**src/rtl/wed_pkg.sv**
```systemverilog
package wed_pkg;

	// default string capacity
	localparam int MAX_LEN_DEF = 64;

	localparam int SYM_W  = 8;
	localparam int COST_W = 8;
	localparam int DIST_W = 16;

	// item kinds carried in tuser
	typedef enum logic [1:0] {
		KIND_FIRST   = 2'd0,
		KIND_SECOND  = 2'd1,
		KIND_COMPUTE = 2'd2,
		KIND_NONE    = 2'd3
	} kind_t;

	// configuration register indexes
	typedef enum logic [1:0] {
		REG_INSERT  = 2'd0,
		REG_DELETE  = 2'd1,
		REG_REPLACE = 2'd2,
		REG_UNUSED  = 2'd3
	} reg_idx_t;

	typedef enum logic [1:0] {
		ST_IDLE,
		ST_RUN,
		ST_WAIT
	} state_t;

	typedef struct packed {
		logic [COST_W-1:0] ins;
		logic [COST_W-1:0] del;
		logic [COST_W-1:0] rep;
	} costs_t;

	// one column element moving down the cell chain
	typedef struct packed {
		logic              valid;
		logic              first;
		logic              last;
		logic [SYM_W-1:0]  sym;
		logic [DIST_W-1:0] score;
	} wave_t;

	// saturating add of a cost to a score
	function automatic logic [DIST_W-1:0] sat_add(input logic [DIST_W-1:0] a,
			input logic [COST_W-1:0] b);
		logic [DIST_W:0] s;
		s = {1'b0, a} + {{(DIST_W+1-COST_W){1'b0}}, b};
		return s[DIST_W] ? {DIST_W{1'b1}} : s[DIST_W-1:0];
	endfunction

endpackage

```
**src/rtl/wed_cell.sv**
```systemverilog
module wed_cell
	import wed_pkg::*;
(
	input  logic             clk,
	input  logic             arst_n,
	input  logic             wr_en,
	input  logic [SYM_W-1:0] wr_sym,
	input  logic             active,
	input  costs_t           costs,
	input  wave_t            up_wave,
	output wave_t            down_wave
);

	logic [SYM_W-1:0]  sym_q;
	logic [DIST_W-1:0] left_q;
	logic [DIST_W-1:0] diag_q;
	logic [DIST_W-1:0] next_score;
	logic [DIST_W-1:0] via_ins;
	logic [DIST_W-1:0] via_del;
	logic [DIST_W-1:0] via_rep;
	logic [DIST_W-1:0] best_id;
	logic              out_valid_q;
	wave_t             out_q;

	// symbol of the first string held by this row
	always_ff @(posedge clk) begin
		if (wr_en) begin
			sym_q <= wr_sym;
		end
	end

	// recurrence for this row
	always_comb begin
		via_ins = sat_add(left_q, costs.ins);
		via_del = sat_add(up_wave.score, costs.del);
		via_rep = sat_add(diag_q, costs.rep);
		best_id = (via_ins < via_del) ? via_ins : via_del;
		if (up_wave.first) begin
			next_score = via_del;
		end else if (up_wave.sym == sym_q) begin
			next_score = diag_q;
		end else begin
			next_score = (via_rep < best_id) ? via_rep : best_id;
		end
	end

	// row state and hand-off to the next cell
	always_ff @(posedge clk or negedge arst_n) begin
		if (!arst_n) begin
			out_valid_q <= 1'b0;
		end else begin
			out_valid_q <= up_wave.valid;
		end
	end

	always_ff @(posedge clk) begin
		if (up_wave.valid && active) begin
			left_q <= next_score;
			diag_q <= up_wave.score;
		end
		out_q.valid <= 1'b0;
		out_q.first <= up_wave.first;
		out_q.last  <= up_wave.last;
		out_q.sym   <= up_wave.sym;
		out_q.score <= active ? next_score : up_wave.score;
	end

	always_comb begin
		down_wave       = out_q;
		down_wave.valid = out_valid_q;
	end

endmodule

```
**config.mk**
```make
export PLATFORM = sky130hd
export DESIGN_NAME = wed_cell
export DESIGN_NICKNAME = d
export VERILOG_FILES = /design/src/rtl/wed_pkg.sv /design/src/rtl/wed_cell.sv
export SDC_FILE = /design/constraint.sdc
export NUM_CORES = 1
export LEC_CHECK = 0
export BUFFER_PORTS_ARGS = -buffer_cell sky130_fd_sc_hd__buf_2
export CAP_MARGIN = 20
export CORE_UTILIZATION = 40
export DETAILED_ROUTE_END_ITERATION = 6
export GPL_TIMING_DRIVEN = 0
export HOLD_SLACK_MARGIN = 0.08
export PLACE_DENSITY = 0.7
export SYNTH_ARGS = -nofsm -noshare
export SYNTH_HDL_FRONTEND = slang
export SYNTH_SLANG_ARGS = --single-unit
```
**constraint.sdc**
```tcl
create_clock -name clk -period 16.7 [get_ports clk]
set_input_delay 0.835 -clock clk [delete_from_list [all_inputs] [get_ports clk]]
set_output_delay 0.835 -clock clk [all_outputs]
set_load 0.03 [all_outputs]
```
# Word-level counts from Yosys, hierarchy flattened
# Cells that the tools add are included.
dict set report op_classes {
  order_cmp 2
  n_addsub 3
  muxes 8
  n_reduce_logical 1
  n_eq_ne 1
}
# cell count
set op_table {}
lappend op_table {{16-bit 2-to-1 mux} 8}
lappend op_table {{16-bit by 8-bit adder with 17-bit output} 3}
lappend op_table {{16-bit less-than comparator} 2}
lappend op_table {{8-bit == test} 1}
lappend op_table {{1-bit logical AND} 1}
dict set report word_totals {
  regBits 67
  out_inout_bits 27
}

# Logic depth before layout (Yosys ltp)
dict set report depth {
  ltp_word 9
  mapped_depth 32
}

# Least setup slack after synthesis
# Ideal clock, no wire load.
dict set report synth_timing {
  path_kind {input-to-reg}
  startpoint {input costs[16] (netlist bit)}
  endpoint {register left_q[4] (data pin)}
  setup_time_ns 0.276
  setup_slack_ns 9.589
  path_buffers 3
  t_arrival_ns 6.834
  t_required_ns 16.424
  path_stages 31
  path_cell_list {ha_1 fa_1 a211o_1 a21o_1 a21oi_1 a21oi_1 and3_1 mux2_2 ha_1 a21o_1 a21o_1 a211o_1 or2_2 o41ai_4 a211o_4 nand2_4 buf_6 buf_2 a21o_1 ha_1 a21o_1 a21o_1 a21oi_1 o21ai_0 a31oi_1 nor4b_1 o21ai_0 o211ai_2 buf_2 mux2i_1 a22oi_1}
}
dict set report synth_between {
  elab_chain_len 8
}
# element line_no
set synth_lines {}
lappend synth_lines {{start, declared} wed_cell.sv:9} ;# input costs_t costs,
lappend synth_lines {{16-bit by 8-bit adder with 17-bit output (*)} wed_pkg.sv:51} ;# s = {1'b0, a} + {{(DIST_W+1-COST_W){1'b0}}, b};
lappend synth_lines {{16-bit 2-to-1 mux (*)} wed_pkg.sv:52} ;# return s[DIST_W] ? {DIST_W{1'b1}} : s[DIST_W-1:0];
lappend synth_lines {{16-bit less-than comparator} wed_cell.sv:37} ;# best_id = (via_ins < via_del) ? via_ins : via_del;
lappend synth_lines {{16-bit 2-to-1 mux (*)} wed_cell.sv:37}
lappend synth_lines {{16-bit less-than comparator} wed_cell.sv:43} ;# next_score = (via_rep < best_id) ? via_rep : best_id;
lappend synth_lines {{16-bit 2-to-1 mux (*)} wed_cell.sv:43}
lappend synth_lines {{16-bit 2-to-1 mux (*)} wed_cell.sv:40} ;# end else if (up_wave.sym == sym_q) begin
lappend synth_lines {{16-bit 2-to-1 mux (*)} wed_cell.sv:38} ;# if (up_wave.first) begin
lappend synth_lines {{net next_score[4]} wed_cell.sv:17} ;# logic [DIST_W-1:0] next_score;
lappend synth_lines {{end signal, assigned} wed_cell.sv:58} ;# left_q <= next_score;
lappend synth_lines {{end, declared} wed_cell.sv:15} ;# logic [DIST_W-1:0] left_q;
# The timed path passes the listed nets; every way through them passes the cells marked *.
# A chain may end at the register's enable or synchronous reset.

# Final worst setup path
dict set report layout_timing {
  startpoint {input up_wave[0] (netlist bit)}
  endpoint {register left_q[2] (data pin)}
}
dict set report layout_between {
  elab_chain_len 8
}
# element line_no
set layout_lines {}
lappend layout_lines {{start, declared} wed_cell.sv:10} ;# input wave_t up_wave,
lappend layout_lines {{16-bit by 8-bit adder with 17-bit output (*)} wed_pkg.sv:51}
lappend layout_lines {{16-bit 2-to-1 mux (*)} wed_pkg.sv:52}
lappend layout_lines {{16-bit less-than comparator} wed_cell.sv:37}
lappend layout_lines {{16-bit 2-to-1 mux} wed_cell.sv:37}
lappend layout_lines {{16-bit less-than comparator} wed_cell.sv:43}
lappend layout_lines {{16-bit 2-to-1 mux} wed_cell.sv:43}
lappend layout_lines {{16-bit 2-to-1 mux} wed_cell.sv:40}
lappend layout_lines {{16-bit 2-to-1 mux (*)} wed_cell.sv:38}
lappend layout_lines {{net next_score[2]} wed_cell.sv:17}
# Marked as above.

==> flow_metrics.env <==
export IMPL_status="complete, no violations"
export IMPL_hold_path_class="in2async"
export IMPL_path_clk_slew_ns=0.06
export IMPL_synth_area_sq_um=5730
export IMPL_yosysWarnings=0
export IMPL_critical_path_required_ns=16.84
export IMPL_total_power_mw=0.729
export IMPL_tightest_slew_ns=0.785
export IMPL_grt_pass1_wl_mm=24.7
export IMPL_portBuffers=88
export IMPL_min_period_over_period_pct=47.5
export IMPL_cts_resized=0
export IMPL_p_comb_share_pct=45.7
export IMPL_ant_nets=0
export IMPL_power_density_nw_per_um2=109
export IMPL_layout_common_cells="buf_2 (93), nor2_1 (53), ha_1 (53)"
export IMPL_seq_area_frac_synth_pct=30.5
export IMPL_clock_path_buffers=2
export IMPL_setup_ws_ns=8.77
export IMPL_cts_root_buf="clkbuf_16"
export IMPL_ios=90
export IMPL_clkLatencyLatePin_ns=0.34
export IMPL_final_cells=927
export IMPL_grt_pass1_vias=4959
export IMPL_p_switching_mw=0.286
export IMPL_fin_skew_ns=0.00894
export IMPL_drc=0
export IMPL_final_common_cell="buf_2"
export IMPL_post_place_ws_ns=8.59
export IMPL_die_h_um=122
export IMPL_cp_start_kind="input pin"
export IMPL_endpoint_kind="flop"
export IMPL_dr_pass1_iters=6
export IMPL_utilization_pct=48.1
export IMPL_grt_max_degree=33
export IMPL_post_synth_num_cell_types=78
export IMPL_placeableCoreArea_sq_um=13900
export IMPL_cpPeakStageDelay_ns=0.46
export IMPL_p_leak_nw=3.00
export IMPL_n_antenna_cell=0
export IMPL_rows=43
export IMPL_syn2layout_area_growth_pct=16.9
export IMPL_fin_area_sq_um=6700
export IMPL_track_usage_pct=21.7
export IMPL_async_flop_share_pct=1.49
export IMPL_crit_buf_inv=4
export IMPL_place_hpwl_mm=12.6
export IMPL_switching_share_pct=39.2
export IMPL_final_hold_viol_count=0
export IMPL_worstPathArrival_ns=8.07
export IMPL_holdBufCountCts=0
export IMPL_cts_num_sinks=67
export IMPL_postCtsSetupBuffers=0
export IMPL_fmax_mhz=126
export IMPL_cp_slowest_cell="mux2i_1"
export IMPL_initial_core_util_pct=41.2
export IMPL_max_slew_margin_pct=47.7
export IMPL_period_needed_ns=7.93
export IMPL_reg2reg_slack_ns=9.01
export IMPL_drv_slew=0
export IMPL_die_x_um=122
export IMPL_fin_nets=861
export IMPL_setup_viol=0
export IMPL_drive_gt1_share_pct=19.9
export IMPL_antenna_found_initial=0
export IMPL_reg2reg_depth=31
export IMPL_finalSetupTns_ns=0
export IMPL_cts_buffers=9
export IMPL_rr_endpoint="left_q[2]"
export IMPL_worstSetupPathType="in2reg"
export IMPL_globalplace_congestion=0.943
export IMPL_h_tree_depth=3
export IMPL_internal_power_mw=0.443
export IMPL_yosys_register_bits=67
export IMPL_vias_per_cell=5.66
export IMPL_drt_initial_drc_count=507
export IMPL_clkPwrFrac_pct=26.0
export IMPL_grt_ovfl_total=0
export IMPL_reg2reg_from="left_q[0]"
export IMPL_seqPwrFrac_pct=28.3
export IMPL_synth_flop_cell="edfxtp_1"
export IMPL_place_inst=911
export IMPL_synth_cells=643
export IMPL_whs_ns=0.261
export IMPL_cap_viol_max_count=0
export IMPL_syn_nets=762
export IMPL_rsz0062_at_grt="false"
export IMPL_ir_drop_v=0.0000624
export IMPL_postSynthAreaPerCell_sq_um=8.92
export IMPL_place_area_sq_um=6400
export IMPL_die_area_sq_um=14800
export IMPL_synth_edf_count=40
export IMPL_cts_tree="yes"
export IMPL_vias=5249
export IMPL_worstPathMaxFanout=10
export IMPL_drt_total_wl_mm=15.7
export IMPL_wl_per_cell_um=16.9
export IMPL_critPathTopFamily="compound AO/OA/AOI/OAI gates"
final cells by class:
| type | count | area (sq um) |
|---|---|---|
| Buffer | 27 | 135 |
| Clock buffer | 10 | 250 |
| Clock inverter | 6 | 51.3 |
| Fill cell | 1359 | 7230 |
| Inverter | 26 | 97.6 |
| Multi-Input combinational cell | 523 | 3760 |
| Sequential cell | 67 | 1750 |
| Tap cell | 180 | 225 |
| Timing Repair Buffer | 88 | 440 |
sequential cells by signal, indices dropped and copies added, names as in the netlist:
register / count
left_q: 16
diag_q: 16
out_valid_q: 1
down_wave: 26
sym_q: 8
cell usage after synthesis (all sizes together), types with 13 or more instances:
library cell,number,area (sq um)
clkbuf,16,61.3
edfxtp,40,1200
a31oi,15,100
mux2i,15,150
nor3,16,85.1
o21ai,40,204
xor2,17,149
inv,25,93.8
nand3,22,115
a21oi,50,258
ha,53,663
nand2,50,198
a21o,28,210
a211oi,13,103
nor2,53,199
dfxtp,26,521
how the worst max path moves through the flow:
| stage | startpoint | to | slack [ns] | cells after the start |
|---|---|---|---|---|
| floorplan | costs[16] | left_q[4] | 9.59 | 31 |
| global placement | costs[16] | left_q[5] | 8.62 | 32 |
| detailed placement | costs[16] | left_q[5] | 8.59 | 32 |
| CTS | costs[16] | left_q[5] | 8.93 | 32 |
| global route | up_wave[0] | left_q[5] | 8.40 | 32 |
| finish | up_wave[0] | left_q[2] | 8.77 | 32 |
worst reg2reg max path, delay by kind of cell, from the launching register on:
kind,cells,cell delay (ns)
compound gates,17,3.77
mux,2,0.61
simple gates,5,1.13
fa+ha+maj,4,0.99
flops,1,0.37
buf+inv,3,0.60
power by group through the flow:
stage	Clock [mW]	Sequential (mW)	Combinational [mW]
after floorplan	0	0.227	0.224
after global placement	0	0.210	0.322
after detailed placement	0	0.210	0.325
after CTS	0.193	0.207	0.328
after global routing	0.198	0.208	0.365
final	0.189	0.206	0.333
cell families (layout without fill, tap and decap cells):
kind of cell	after synthesis	in the layout	share of synthesized area, %
AOI/OAI and AO/OA	213	213	26.8
and+or+nand+nor	205	205	18.0
DFF	67	67	30.5
adders and majority gates	56	56	12.6
buffers and inverters	53	157	4.06
xor gates and xnor gates	29	29	4.43
muxes	20	20	3.60
metal layers:
metal	part of all wire [%]	global-route usage, %	vias up
met1	46	29.8	2391
met3	7.3	4.40	22
met2	45	35.2	215
li1	-	-	2621
met5	0	0	-
met4	1.5	4.55	0
Note: power is estimated with default switching activity, not from simulation.
