**config.mk**
```make
export PLATFORM = sky130hd
export DESIGN_NAME = wed_feed
export DESIGN_NICKNAME = d
export VERILOG_FILES = /design/src/rtl/wed_pkg.sv /design/src/rtl/wed_feed.sv
export SDC_FILE = /design/constraint.sdc
export NUM_CORES = 1
export LEC_CHECK = 0
export ABC_AREA = 1
export ABC_CLOCK_PERIOD_IN_PS = 2350
export BUFFER_PORTS_ARGS = -buffer_cell sky130_fd_sc_hd__buf_2
export CORE_MARGIN = 10
export CORE_UTILIZATION = 30
export CTS_CLUSTER_SIZE = 20
export DETAILED_ROUTE_END_ITERATION = 10
export GPL_TIMING_DRIVEN = 0
export PLACE_DENSITY_LB_ADDON = 0.25
export SLEW_MARGIN = 0
export SYNTH_ARGS = -nofsm -noshare
export SYNTH_HDL_FRONTEND = slang
export SYNTH_SLANG_ARGS = --single-unit
```
**constraint.sdc**
```tcl
create_clock -name clk -period 2.35 [get_ports clk]
set_clock_uncertainty 0.1 [all_clocks]
set_input_delay 0.47 -clock clk [delete_from_list [all_inputs] [get_ports clk]]
set_output_delay 0.47 -clock clk [all_outputs]
set_load 0.05 [all_outputs]
```
**src/rtl/wed_pkg.sv**
```systemverilog
package wed_pkg;

	// default string capacity
	localparam int MAX_LEN_DEF = 64;

	localparam int SYM_W  = 8;
	localparam int COST_W = 8;
	localparam int DIST_W = 16;

	// item kinds carried in tuser
	typedef enum logic [1:0] {
		KIND_FIRST   = 2'd0,
		KIND_SECOND  = 2'd1,
		KIND_COMPUTE = 2'd2,
		KIND_NONE    = 2'd3
	} kind_t;

	// configuration register indexes
	typedef enum logic [1:0] {
		REG_INSERT  = 2'd0,
		REG_DELETE  = 2'd1,
		REG_REPLACE = 2'd2,
		REG_UNUSED  = 2'd3
	} reg_idx_t;

	typedef enum logic [1:0] {
		ST_IDLE,
		ST_RUN,
		ST_WAIT
	} state_t;

	typedef struct packed {
		logic [COST_W-1:0] ins;
		logic [COST_W-1:0] del;
		logic [COST_W-1:0] rep;
	} costs_t;

	// one column element moving down the cell chain
	typedef struct packed {
		logic              valid;
		logic              first;
		logic              last;
		logic [SYM_W-1:0]  sym;
		logic [DIST_W-1:0] score;
	} wave_t;

	// saturating add of a cost to a score
	function automatic logic [DIST_W-1:0] sat_add(input logic [DIST_W-1:0] a,
			input logic [COST_W-1:0] b);
		logic [DIST_W:0] s;
		s = {1'b0, a} + {{(DIST_W+1-COST_W){1'b0}}, b};
		return s[DIST_W] ? {DIST_W{1'b1}} : s[DIST_W-1:0];
	endfunction

endpackage

```
**src/rtl/wed_feed.sv**
```systemverilog
module wed_feed
	import wed_pkg::*;
#(
	parameter int MAX_LEN = MAX_LEN_DEF
) (
	input  logic                                clk,
	input  logic                                arst_n,
	input  logic                                wr_en,
	input  logic [(MAX_LEN > 1 ? $clog2(MAX_LEN) : 1)-1:0] wr_addr,
	input  logic [SYM_W-1:0]                    wr_sym,
	input  logic                                start,
	input  logic [$clog2(MAX_LEN+1)-1:0]        len,
	input  logic [COST_W-1:0]                   ins_cost,
	output wave_t                               wave
);

	localparam int AW = (MAX_LEN > 1) ? $clog2(MAX_LEN) : 1;
	localparam int CW = $clog2(MAX_LEN + 1);

	logic [SYM_W-1:0]  mem [MAX_LEN];
	logic              run_q;
	logic [CW-1:0]     col_q;
	logic [CW-1:0]     col_prev;
	logic [DIST_W-1:0] top_q;
	logic              valid_s1;
	logic              first_s1;
	logic              last_s1;
	logic [SYM_W-1:0]  sym_s1;
	logic [DIST_W-1:0] score_s1;

	assign col_prev = col_q - CW'(1);

	// second string store
	always_ff @(posedge clk) begin
		if (wr_en) begin
			mem[wr_addr] <= wr_sym;
		end
	end

	// column counter and top-row score
	always_ff @(posedge clk or negedge arst_n) begin
		if (!arst_n) begin
			run_q    <= 1'b0;
			valid_s1 <= 1'b0;
		end else begin
			valid_s1 <= run_q;
			if (start) begin
				run_q <= 1'b1;
			end else if (run_q && (col_q == len)) begin
				run_q <= 1'b0;
			end
		end
	end

	always_ff @(posedge clk) begin
		if (start) begin
			col_q <= '0;
			top_q <= '0;
		end else if (run_q) begin
			col_q <= col_q + CW'(1);
			top_q <= sat_add(top_q, ins_cost);
		end
		first_s1 <= (col_q == '0);
		last_s1  <= (col_q == len);
		score_s1 <= top_q;
		sym_s1   <= mem[col_prev[AW-1:0]];
	end

	always_comb begin
		wave.valid = valid_s1;
		wave.first = first_s1;
		wave.last  = last_s1;
		wave.sym   = sym_s1;
		wave.score = score_s1;
	end

endmodule

```
# Word-level counts from Yosys, hierarchy flattened
# Memories as Yosys holds them, arrays and structs flattened. A register that Yosys moved wholly into a read port is not among the register bits.
# Index checks and enable logic that the tools add are counted.
# word_totals
ff_bits,43
in_bits,33
mem_count,1
rom_bits,0
word_cells,20
latch_bits,0
ram_bits,512
# memory_table
name,words,width,rd,rd_ports_with_merged_regs,wr,line,text
mem,64,8,1,1,1,wed_feed.sv:20,logic [SYM_W-1:0] mem [MAX_LEN];
# op_classes
n_addsub,3
n_mux,5
n_shift,0
reduce_logical,3
eq_ne,1
mul,0
n_div,0
magnitude_cmp,0
n_bitwise,0
# ops
operator,n
16-bit by 8-bit adder with 17-bit output,1
16-bit two-way mux,1
"7-bit by 1-bit adder with 7-bit output, second input constant",1
7-bit equality test,1
7-bit zero test,1
"6-bit by 1-bit subtractor with 6-bit output, second input constant",1
1-bit two-way mux,4
2-bit nonzero test,1
1-bit logical AND,1

# Depth between registers and ports, before layout
# Gate-level depths: netlist of run 1.
# depth
ltp_word,4
mapped_depth,15
ltp_nobuf,11

# Worst setup path after synthesis of run 1
# Ideal clock, no wire load.
# synth_path
path_kind,flip-flop to flip-flop
from,register col_q[0]
to,"register sym_s1[2], read port of mem"
synth_period_minus_slack_ps,2535
n_path_buf,5
setup_ps,114
arrival_time_ps,2321
path_slack_ps,-185
path_stages_with_launch,16
cell_sequence,dfxtp_1 buf_2 inv_2 buf_2 clkbuf_1 ha_1 inv_1 clkbuf_1 clkbuf_1 nor2_1 o21ai_0 nand3_1 nand3_1 nand3_1 nand3_1 nand2_1
# synth_between
elab_chain_cells,1
# synth_lines
item,line,text
"start, declared",wed_feed.sv:22,logic [CW-1:0] col_q;
"start signal, assigned",wed_feed.sv:60,col_q <= col_q + CW'(1);
6-bit by 1-bit subtractor with 6-bit output,wed_feed.sv:31,assign col_prev = col_q - CW'(1);
named net col_prev[0],wed_feed.sv:23,logic [CW-1:0] col_prev;
"end, declared",wed_feed.sv:28,logic [SYM_W-1:0] sym_s1;
# The timed path passes the listed nets, and every way through them passes these cells.
# A chain may end at the register's enable or synchronous reset.

# Worst setup path in the final report of run 1
# layout_path
from,input wr_addr[2] (netlist name)
to,"memory mem[33][3], enable pin"
# layout_rtl
item,line,text
"start, declared",wed_feed.sv:9,"input logic [(MAX_LEN > 1 ? $clog2(MAX_LEN) : 1)-1:0] wr_addr,"
"end, declared",wed_feed.sv:20,
# Straight into the memory's write port.

==> reports/results.ini, run 1 <==
[status]
outcome=finished with violations
failed_checks=negative setup slack

[place]
port_buffers=54
gp_congestion=0.928
dp_slack_ns=-1.61
post-dp-hpwl_um=49800
placedCellCount=3462

[routing]
detailedRoute.firstIterationViolations=1523
detail_route.wl_per_cell_um=20.8
drt_first_pass_iters=5
route.final.wire_length_um=74600
detail-route-antenna-nets=0
routed_via_density=4.86
drcViolationCount=0
via_count=17500

[timing]
report.final.slew_viol_count=0
finalHoldViolations=0
final.setup.tns_ns=-14.58
worstMarginPinSlew_ns=1.07
grt_setup_unrepaired=yes
final-setup-viol-count=110
layout_setup_ws_ns=-0.283
timing.final.crit_period_ns=2.63
timing.fmax_mhz=380
final_worst_path_cycle_share=1.12
worst_relative_slew_slack=0.286

[flow_run]
cap_violations=0

[layout]
instances_no_fill=3592
flow.area_growth_from_synthesis_pct=21.7
nets=2543
post_route_cells_drive_above_1_share=0.171
utilization=0.369

[worst_setup_path]
worst_setup_path_end_kind=register
worst_r2r_path_depth=13
critPathLaunchType=input port
crit_required_ns=2.50
critPathArrivalTime_ns=2.78
timing.critical_path.fanout_max=9
critPathKind=input port to register

[synth]
netlist.area_leader.share=0.640
share_of_the_yosys_chip_area_belonging_to_registers=0.682
synth-seq-cells=563
ys_top_cells_by_area=sky130_fd_sc_hd__edfxtp_1 (64%), sky130_fd_sc_hd__nand2_1 (11%), sky130_fd_sc_hd__nand3_1 (7.9%)
synth.cell_area_um2=24000
yosysTopAreaCell=sky130_fd_sc_hd__edfxtp_1
syn_nets=2398
synth-edff-count=512
netlist-cell-type-count=27
synthArstFlopShare=0.00355
synthesis.yosys.warnings=0
synthesis.area_per_instance_um2=10.2
synth.top_cells.by_count=sky130_fd_sc_hd__nand2_1 (732), sky130_fd_sc_hd__edfxtp_1 (512), sky130_fd_sc_hd__nand3_1 (381)
most_frequent_cell_after_synthesis=sky130_fd_sc_hd__nand2_1
most_frequently_used_flop_master_after_synthesis=sky130_fd_sc_hd__edfxtp_1
netlist_instances=2353

[pwr]
worst_ir_drop_vdd_mv=0.567
powerDensity_nw_per_um2=883
leakage_nw=11.7

[floorplan]
dieHeight_um=303
floorplan.rows=103
core_area_um2=79300
die_area_um2=91800
top_level_ports=60
chipWidth_um=303
initial_core_util=0.303

[grt]
globalRoute.totalOverflow=0
grt_first_pass_wirelength_um=110000
antenna_found_initial=0
via_count_of_the_first_global_routing_pass=17000
grt_start_max_net_pins=65
groute.usage.overall=0.160

[cts]
cts.sink_count=563
cts-root-buf=sky130_fd_sc_hd__clkbuf_16
cts_inserted_buffers=61
htree_num_levels=2
clock_tree.buffer_depth=3
worst_skew_pair.late_latency_ns=0.65
tritoncts=yes
clk_transition_reported_paths_ns=0.06

[worst_hold_path]
cell_depth_of_the_worst_min_delay_path=4
worstHoldPathType=input port to register

[power breakdown]
group / switching, mW / total, mW / leakage, nW / internal (mW)
Clock: 3.93 / 9.54 / 0.968 / 5.62
Combinational: 3.49 / 5.02 / 5.67 / 1.53
Sequential: 0.119 / 11.3 / 5.03 / 11.2
Total: 7.53 / 25.9 / 11.7 / 18.3
[critical path, stage by stage]
cell	delay, ns
sky130_fd_sc_hd__clkbuf_1	0.21
sky130_fd_sc_hd__inv_1	0.32
sky130_fd_sc_hd__nand4_1	0.90
sky130_fd_sc_hd__nor2_2	0.87
[metal layers]
| layer | up-vias | global-route usage | share of wire |
|---|---|---|---|
| li1 | 8103 | - | - |
| met2 | 649 | 0.254 | 0.46 |
| met5 | - | 0 | 0 |
| met1 | 8562 | 0.209 | 0.42 |
| met4 | 0 | 0.0704 | 0.042 |
| met3 | 140 | 0.0321 | 0.074 |
[layout by cell type (no fill, tap or decap), drive strengths merged]
| cell | n |
|---|---|
| nand2 | 732 |
| edfxtp | 512 |
| nand3 | 381 |
| inv | 268 |
| nor2 | 161 |
| clkbuf | 157 |
| buf | 122 |
| dfxtp | 49 |
| o21ai | 47 |
| clkinv | 19 |
| a21oi | 15 |
| nand4 | 12 |
| ha | 11 |
| nor4 | 11 |
| xnor2 | 10 |
| nor3 | 9 |
| xor2 | 8 |
| bufinv | 5 |
| a31oi | 3 |
| clkinvlp | 2 |
| dfrtp | 2 |
| diode | 1 |
| o211ai | 1 |
| a21o | 1 |
| a21boi | 1 |
| fa | 1 |
| dlygate4sd3 | 1 |
[sequential cells by signal, summed over array words and instances, names as in the netlist]
signal and flops:
col_q 7, first_s1 1, last_s1 1, mem 512, run_q 1, score_s1 16
sym_s1 8, top_q 16, valid_s1 1
[cells by family after synthesis]
group,Yosys count,synth area share
and+or+nand+nor,1306,0.227
DFF,563,0.682
buffers and inverters,386,0.0619
AOI/OAI and AO/OA,68,0.0146
xor gates and xnor gates,18,0.00781
adders and majority gates,12,0.00656
[through the flow]
| step | total power, mW | hold WS (ns) | area [um2] |
|---|---|---|---|
| global route | 26.7 | 0.0338 | 29300 |
| finish | 25.9 | 0.0398 | 29300 |
| floorplan | 14.0 | 0.0744 | 24100 |
| CTS | 25.8 | 0.0145 | 28900 |
| global placement | 15.6 | 0.177 | 25600 |
| detailed placement | 15.6 | 0.177 | 25800 |
[cell type report]
cell class / count / area (um2)
Buffer: 116 / 908
Antenna cell: 1 / 2.50
Fill cell: 7837 / 50000
Clock buffer: 78 / 1710
Tap cell: 1050 / 1310
Clock inverter: 28 / 268
Sequential cell: 563 / 16400
Multi-Input combinational cell: 1404 / 7010
Timing Repair Buffer: 86 / 627
Inverter: 266 / 1010
[timing repair]
item / 4_1_cts / 5_1_grt
resized for setup: 256 / 91
endpoints found under the hold margin: 2 / 0
cloned: 1 / 0
hold buffers: 1 / 0
buffers inserted: 14 / 11
pin swaps: 41 / 30
setup endpoints to repair: 307 / 343
[path summary, 6_finish.rpt]
kind / slack (ns) / to / from
worst max-delay path: -0.28 / mem[33][3]$_DFFE_PP_ / wr_addr[2]
worst min-delay path: 0.04 / last_s1$_DFF_P_ / len[4]
worst max register to register: -0.01 / sym_s1[3]$_DFF_P_ / col_q[0]$_SDFFE_PP0P_
worst min register to register: 0.25 / score_s1[15]$_DFF_P_ / top_q[15]$_SDFFE_PP0P_
max in group asynchronous: 1.97 / run_q$_DFFE_PN0P_ / arst_n
min in group asynchronous: 0.07 / valid_s1$_DFF_PN0_ / arst_n
No activity file was read; power rests on OpenSTA's default activity.
==> run 2: changes to the inputs <==
--- a/config.mk
+++ b/config.mk
@@ -18,3 +18,4 @@
 export SYNTH_ARGS = -nofsm -noshare
 export SYNTH_HDL_FRONTEND = slang
 export SYNTH_SLANG_ARGS = --single-unit
+export TNS_END_PERCENT = 10
==> run 2 against run 1 <==
The flow still finishes with violations (negative setup slack). First-iteration DRC count increased by 0.59%. Critical path depth decreased by 1. Final area decreased by 0.81%. Sequential power about the same. Routed wire length decreased by 0.34%. Register-to-register slack got worse by 0.07 ns. Worst hold slack improved by 0.0054 ns. Highest routed layer unchanged. Power decreased by 0.54%.
==> reports/results.ini, run 2 (synthesis results as in run 1) <==
[layout]
largest_register_ff_count=512
seq_area_um2=16400
utilization=0.366
instances_no_fill=3587
post_route_cells_drive_above_1_share=0.157
flow.area_growth_from_synthesis_pct=20.7
most-common-layout-cells=sky130_fd_sc_hd__nand2_1 (722), sky130_fd_sc_hd__edfxtp_1 (512), sky130_fd_sc_hd__nand3_1 (314)
n_fill_cell=7856
largestRegisters=mem: 512 flops, score_s1: 16 flops, top_q: 16 flops
max_flop_register=mem
multi_input_area_um2=6840
nets=2538
commonest_non_fill_non_tap_cell_in_the_layout=sky130_fd_sc_hd__nand2_1

[worst_hold_path]
worstHoldPathType=input port to register
worstHoldStart=len[4]
cell_depth_of_the_worst_min_delay_path=4

[routing]
routed_via_density=4.84
route.final.wire_length_um=74300
via_count=17400
detailedRoute.firstIterationViolations=1532
drt_first_pass_iters=5
detail-route-antenna-nets=0
drcViolationCount=0
detail_route.wl_per_cell_um=20.7

[floorplan]
initial_core_util=0.303
dieHeight_um=303
top_level_ports=60
floorplan.rows=103
chipWidth_um=303
die_area_um2=91800
core_area_um2=79300

[worst_setup_path]
critical_path.max_stage_delay_ns=0.92
critical-path-slowest-cell=sky130_fd_sc_hd__nand4_1
worst_path_bufs_invs=1
cp_cell_sequence=clkbuf_1 > nand4_1 > nor2_2
critPathTopFamily=simple AND/OR/NAND/NOR gates
rr_startpoint=col_q[0]$_SDFFE_PP0P_
crit_required_ns=2.50
critical_path.startpoint=wr_addr[1]
crit_cells=3
timing.critical_path.fanout_max=9
critPathArrivalTime_ns=2.69
worst_setup_path_end_kind=register
critPathKind=input port to register
critPathLaunchType=input port
worst_r2r_path_depth=15

[place]
dp_slack_ns=-1.61
placedCellCount=3462
post-dp-hpwl_um=49800
port_buffers=54
gp_congestion=0.928

[cts]
cts-root-buf=sky130_fd_sc_hd__clkbuf_16
clk_transition_reported_paths_ns=0.06
cts.sink_count=563
worst_skew_pair.late_latency_ns=0.64
tritoncts=yes
htree_num_levels=2
clock_tree.buffer_depth=3
cts_inserted_buffers=61

[timing]
worstMarginPinSlew_ns=1.05
final.setup.tns_ns=-11.48
finalHoldViolations=0
timing.fmax_mhz=394
timing.final.crit_period_ns=2.54
worst_relative_slew_slack=0.295
grt_setup_unrepaired=yes
report.final.slew_viol_count=0
final_worst_path_cycle_share=1.08
layout_setup_ws_ns=-0.190
final-setup-viol-count=147

[pwr]
finalPower_mw=25.7
leakage_nw=11.6
worst_ir_drop_vdd_mv=0.564
powerDensity_nw_per_um2=886

[status]
failed_checks=negative setup slack
outcome=finished with violations

[grt]
globalRoute.totalOverflow=0
grt_first_pass_wirelength_um=110000
grt_start_max_net_pins=65
groute.usage.overall=0.160
via_count_of_the_first_global_routing_pass=17000
antenna_found_initial=0

[flow_run]
cap_violations=0

## run 2: cell types whose count changed in the layout (fill, tap and decap cells not counted), sizes merged
cell,change
buf,-7
clkbuf,+2
## run 2: power breakdown
group | leakage, nW | internal, mW | switching (mW) | total, mW
sequential | 5.03 | 11.2 | 0.117 | 11.3
combinational | 5.59 | 1.48 | 3.42 | 4.90
clock | 0.968 | 5.62 | 3.91 | 9.53
## run 2: path summary, 6_finish.rpt
| check | to | slack (ns) |
|---|---|---|
| setup / recovery | mem[23][3]$_DFFE_PP_ | -0.19 |
| hold / removal | last_s1$_DFF_P_ | 0.05 |
| setup reg to reg | sym_s1[7]$_DFF_P_ | -0.08 |
| hold reg to reg | score_s1[15]$_DFF_P_ | 0.25 |
| max in group asynchronous | run_q$_DFFE_PN0P_ | 1.97 |
| min in group asynchronous | valid_s1$_DFF_PN0_ | 0.07 |
## run 2: area by class of cell
type | count | share of cell area
diodes | 1 | 0.0000862
inverters | 266 | 0.0349
flip-flops and latches | 563 | 0.565
repair buffers | 79 | 0.0194
clock buffers | 78 | 0.0588
multi-input cells | 1404 | 0.236
well taps | 1050 | 0.0453
clock inverters | 28 | 0.00923
plain buffers | 118 | 0.0315
## run 2: worst reg2reg max path: stages (launching register included)
cell                        delay [ns]
sky130_fd_sc_hd__dfxtp_2          0.33
sky130_fd_sc_hd__buf_6            0.12
sky130_fd_sc_hd__inv_8            0.04
sky130_fd_sc_hd__buf_8            0.12
sky130_fd_sc_hd__clkbuf_16        0.14
sky130_fd_sc_hd__ha_4             0.32
sky130_fd_sc_hd__inv_4            0.07
sky130_fd_sc_hd__clkbuf_16        0.17
sky130_fd_sc_hd__clkbuf_16        0.18
sky130_fd_sc_hd__buf_12           0.14
sky130_fd_sc_hd__nand3_1          0.10
sky130_fd_sc_hd__nand3_1          0.08
sky130_fd_sc_hd__nand3_1          0.10
sky130_fd_sc_hd__nand3_2          0.12
sky130_fd_sc_hd__nand3_4          0.12
sky130_fd_sc_hd__nand2_2          0.09
## run 2: layer usage
layer  part of all wire  track usage  up-vias  wire length (um)
met2               0.46        0.254      616             33900
met1               0.43        0.209     8517             32200
met5                  0            0        -                 0
met3              0.069       0.0323      144              5100
li1                   -            -     8089                 -
met4              0.042       0.0700        0              3140
## run 2: stage by stage
stage,hold WS (ns),area [um2]
6_report,0.0452,29000
5_1_grt,0.0338,29000
4_1_cts,0.0145,28900
3_5_place_dp,0.177,25800
3_3_place_gp,0.177,25600
2_1_floorplan,0.0744,24100
## run 2: repair_timing
action / 4_1_cts / 5_1_grt
pin swaps: 39 / 9
setup endpoints to repair: 307 / 342
gates cloned: 1 / 0
resized for setup: 255 / 46
endpoints found under the hold margin: 2 / 0
hold buffers: 1 / 0
setup buffers: 14 / 4
==> run 3: changes to the inputs <==
--- a/config.mk
+++ b/config.mk
@@ -14,6 +14,7 @@
 export DETAILED_ROUTE_END_ITERATION = 10
 export GPL_TIMING_DRIVEN = 0
 export PLACE_DENSITY_LB_ADDON = 0.25
+export SETUP_SLACK_MARGIN = 0.2
 export SLEW_MARGIN = 0
 export SYNTH_ARGS = -nofsm -noshare
 export SYNTH_HDL_FRONTEND = slang
==> run 3 against run 2 <==
Critical path depth unchanged. First-iteration DRC count grew 0.65%. Non-clock buffer count rose by 11. Sequential power about the same. Sequential share of layout area rose by 0.11 points. Clock power shrank 4.0%. The flow still finishes with violations (negative setup slack). Register-to-register slack worse by 0.10 ns. Global-route usage about the same. Final area fell by 0.20%. Power shrank 1.6%.
==> reports/results.ini, run 3 (synthesis results as in run 1) <==
[status]
outcome=finished with violations
failed_checks=negative setup slack

[worst_hold_path]
worstHoldStart=len[5]
hold_path_end=last_s1$_DFF_P_
worstHoldPathType=input port to register
cell_depth_of_the_worst_min_delay_path=4

[layout]
largest_register_ff_count=512
nets=2547
antenna_cells_inserted=0
flow.area_growth_from_synthesis_pct=20.5
commonest_non_fill_non_tap_cell_in_the_layout=sky130_fd_sc_hd__nand2_1
largestRegisters=mem: 512 flops, score_s1: 16 flops, top_q: 16 flops
n_fill_cell=7932
max_flop_register=mem
post_route_cells_drive_above_1_share=0.154
utilization=0.365
most-common-layout-cells=sky130_fd_sc_hd__nand2_1 (721), sky130_fd_sc_hd__edfxtp_1 (512), sky130_fd_sc_hd__nand3_1 (312)

[timing]
worst_relative_slew_slack=0.0661
worstMarginPinSlew_ns=1.40
final-setup-viol-count=112
layout_setup_ws_ns=-0.321
finalHoldViolations=0
timing.final.crit_period_ns=2.67
grt_setup_unrepaired=yes
report.final.slew_viol_count=0
timing.fmax_mhz=374
final_worst_path_cycle_share=1.14

[place]
post-dp-hpwl_um=49700
gp_congestion=0.914
port_buffers=54

[grt]
grt_first_pass_wirelength_um=109000
globalRoute.totalOverflow=0
groute.usage.overall=0.160
grt_start_max_net_pins=65
antenna_found_initial=1
via_count_of_the_first_global_routing_pass=16900

[cts]
clk_transition_reported_paths_ns=0.06
cts.sink_count=563
htree_num_levels=2
cts_inserted_buffers=59
tritoncts=yes
worst_skew_pair.late_latency_ns=0.64
cts-root-buf=sky130_fd_sc_hd__clkbuf_16
clock_tree.buffer_depth=3

[flow_run]
cap_violations=0

[routing]
drt_first_pass_iters=8
detail_route.wl_per_cell_um=20.6
routed_via_density=4.80
drcViolationCount=0
route.final.wire_length_um=74200
via_count=17300
detailedRoute.firstIterationViolations=1542
detail-route-antenna-nets=0

[floorplan]
core_area_um2=79300
dieHeight_um=303
top_level_ports=60
floorplan.rows=103
die_area_um2=91800
initial_core_util=0.303
chipWidth_um=303

[pwr]
worst_ir_drop_vdd_mv=0.506
powerDensity_nw_per_um2=873
finalPower_mw=25.3
leakage_nw=11.5

[worst_setup_path]
ff2ff_setup_slack_ns=-0.18
critical_path.startpoint=wr_addr[1]
crit_required_ns=2.49
critical_path.reg2reg.endpoint=sym_s1[5]$_DFF_P_
worst_setup_path_end_kind=register
critPathKind=input port to register
rr_startpoint=col_q[0]$_SDFFE_PP0P_
timing.critical_path.fanout_max=9
critPathLaunchType=input port
worst_r2r_path_depth=14
critPathArrivalTime_ns=2.81

-- run 3: cell types whose count changed in the layout (fill, tap and decap cells not counted), sizes merged --
cell      before  now
buf          115  122
clkbuf       159  151
clkinv        19   27
clkinvlp       2   11
diode          1    0
inv          268  266
-- run 3: metrics by stage --
stage / instance area [um2] / std cells / hold WS (ns) / TNS (ns) / setup WS [ns]
after floorplan: 24100 / 2353 / 0.0744 / 0 / 0.0139
after global placement: 25700 / 3457 / 0.170 / -311.64 / -1.08
after detailed placement: 25900 / 3464 / 0.168 / -354.17 / -1.08
after CTS: 28800 / 3595 / 0.0137 / -13.37 / -0.160
after global routing: 29000 / 3600 / 0.0398 / -12.48 / -0.253
final: 29000 / 3600 / 0.0432 / -14.40 / -0.321
-- run 3: worst max path at each step --
stage | cells after the start | end
2_1_floorplan | 3 | mem[48][0]$_DFFE_PP_
3_3_place_gp | 12 | sym_s1[0]$_DFF_P_
3_5_place_dp | 12 | sym_s1[0]$_DFF_P_
4_1_cts | 4 | mem[41][2]$_DFFE_PP_
5_1_grt | 3 | mem[7][6]$_DFFE_PP_
6_report | 3 | mem[7][5]$_DFFE_PP_
-- run 3: where the power goes --
part           internal [mW]  switching [mW]
clock network           5.15            4.00
logic                   1.46            3.41
registers               11.2           0.109
-- run 3: layout make-up --
class	count	area [um2]	area share
flip-flops and latches	563	16400	0.566
inverters	266	1010	0.0350
well taps	1050	1310	0.0454
multi-input cells	1404	6870	0.237
repair buffers	89	668	0.0231
plain buffers	119	827	0.0286
clock buffers	66	1500	0.0519
clock inverters	43	367	0.0127
-- run 3: worst max-delay path, cell delays in order --
cell and delay (ns):
sky130_fd_sc_hd__clkbuf_1 0.38, sky130_fd_sc_hd__nand4_1 0.92, sky130_fd_sc_hd__nor2_1 1.04
-- run 3: per-layer routing --
metal | share of wire | routed length, um | global-route usage
met1 | 0.43 | 31700 | 0.211
met3 | 0.074 | 5480 | 0.0310
met4 | 0.038 | 2850 | 0.0614
met5 | 0 | 0 | 0
met2 | 0.46 | 34100 | 0.257
-- run 3: what timing repair did --
action                                  4_1_cts  5_1_grt
hold buffers                                  1        0
endpoints found under the hold margin         2        0
resized for setup                           201       43
pin swaps                                    30       16
gates cloned                                  2        0
setup buffers                                20        5
endpoints found under the setup margin      462      244
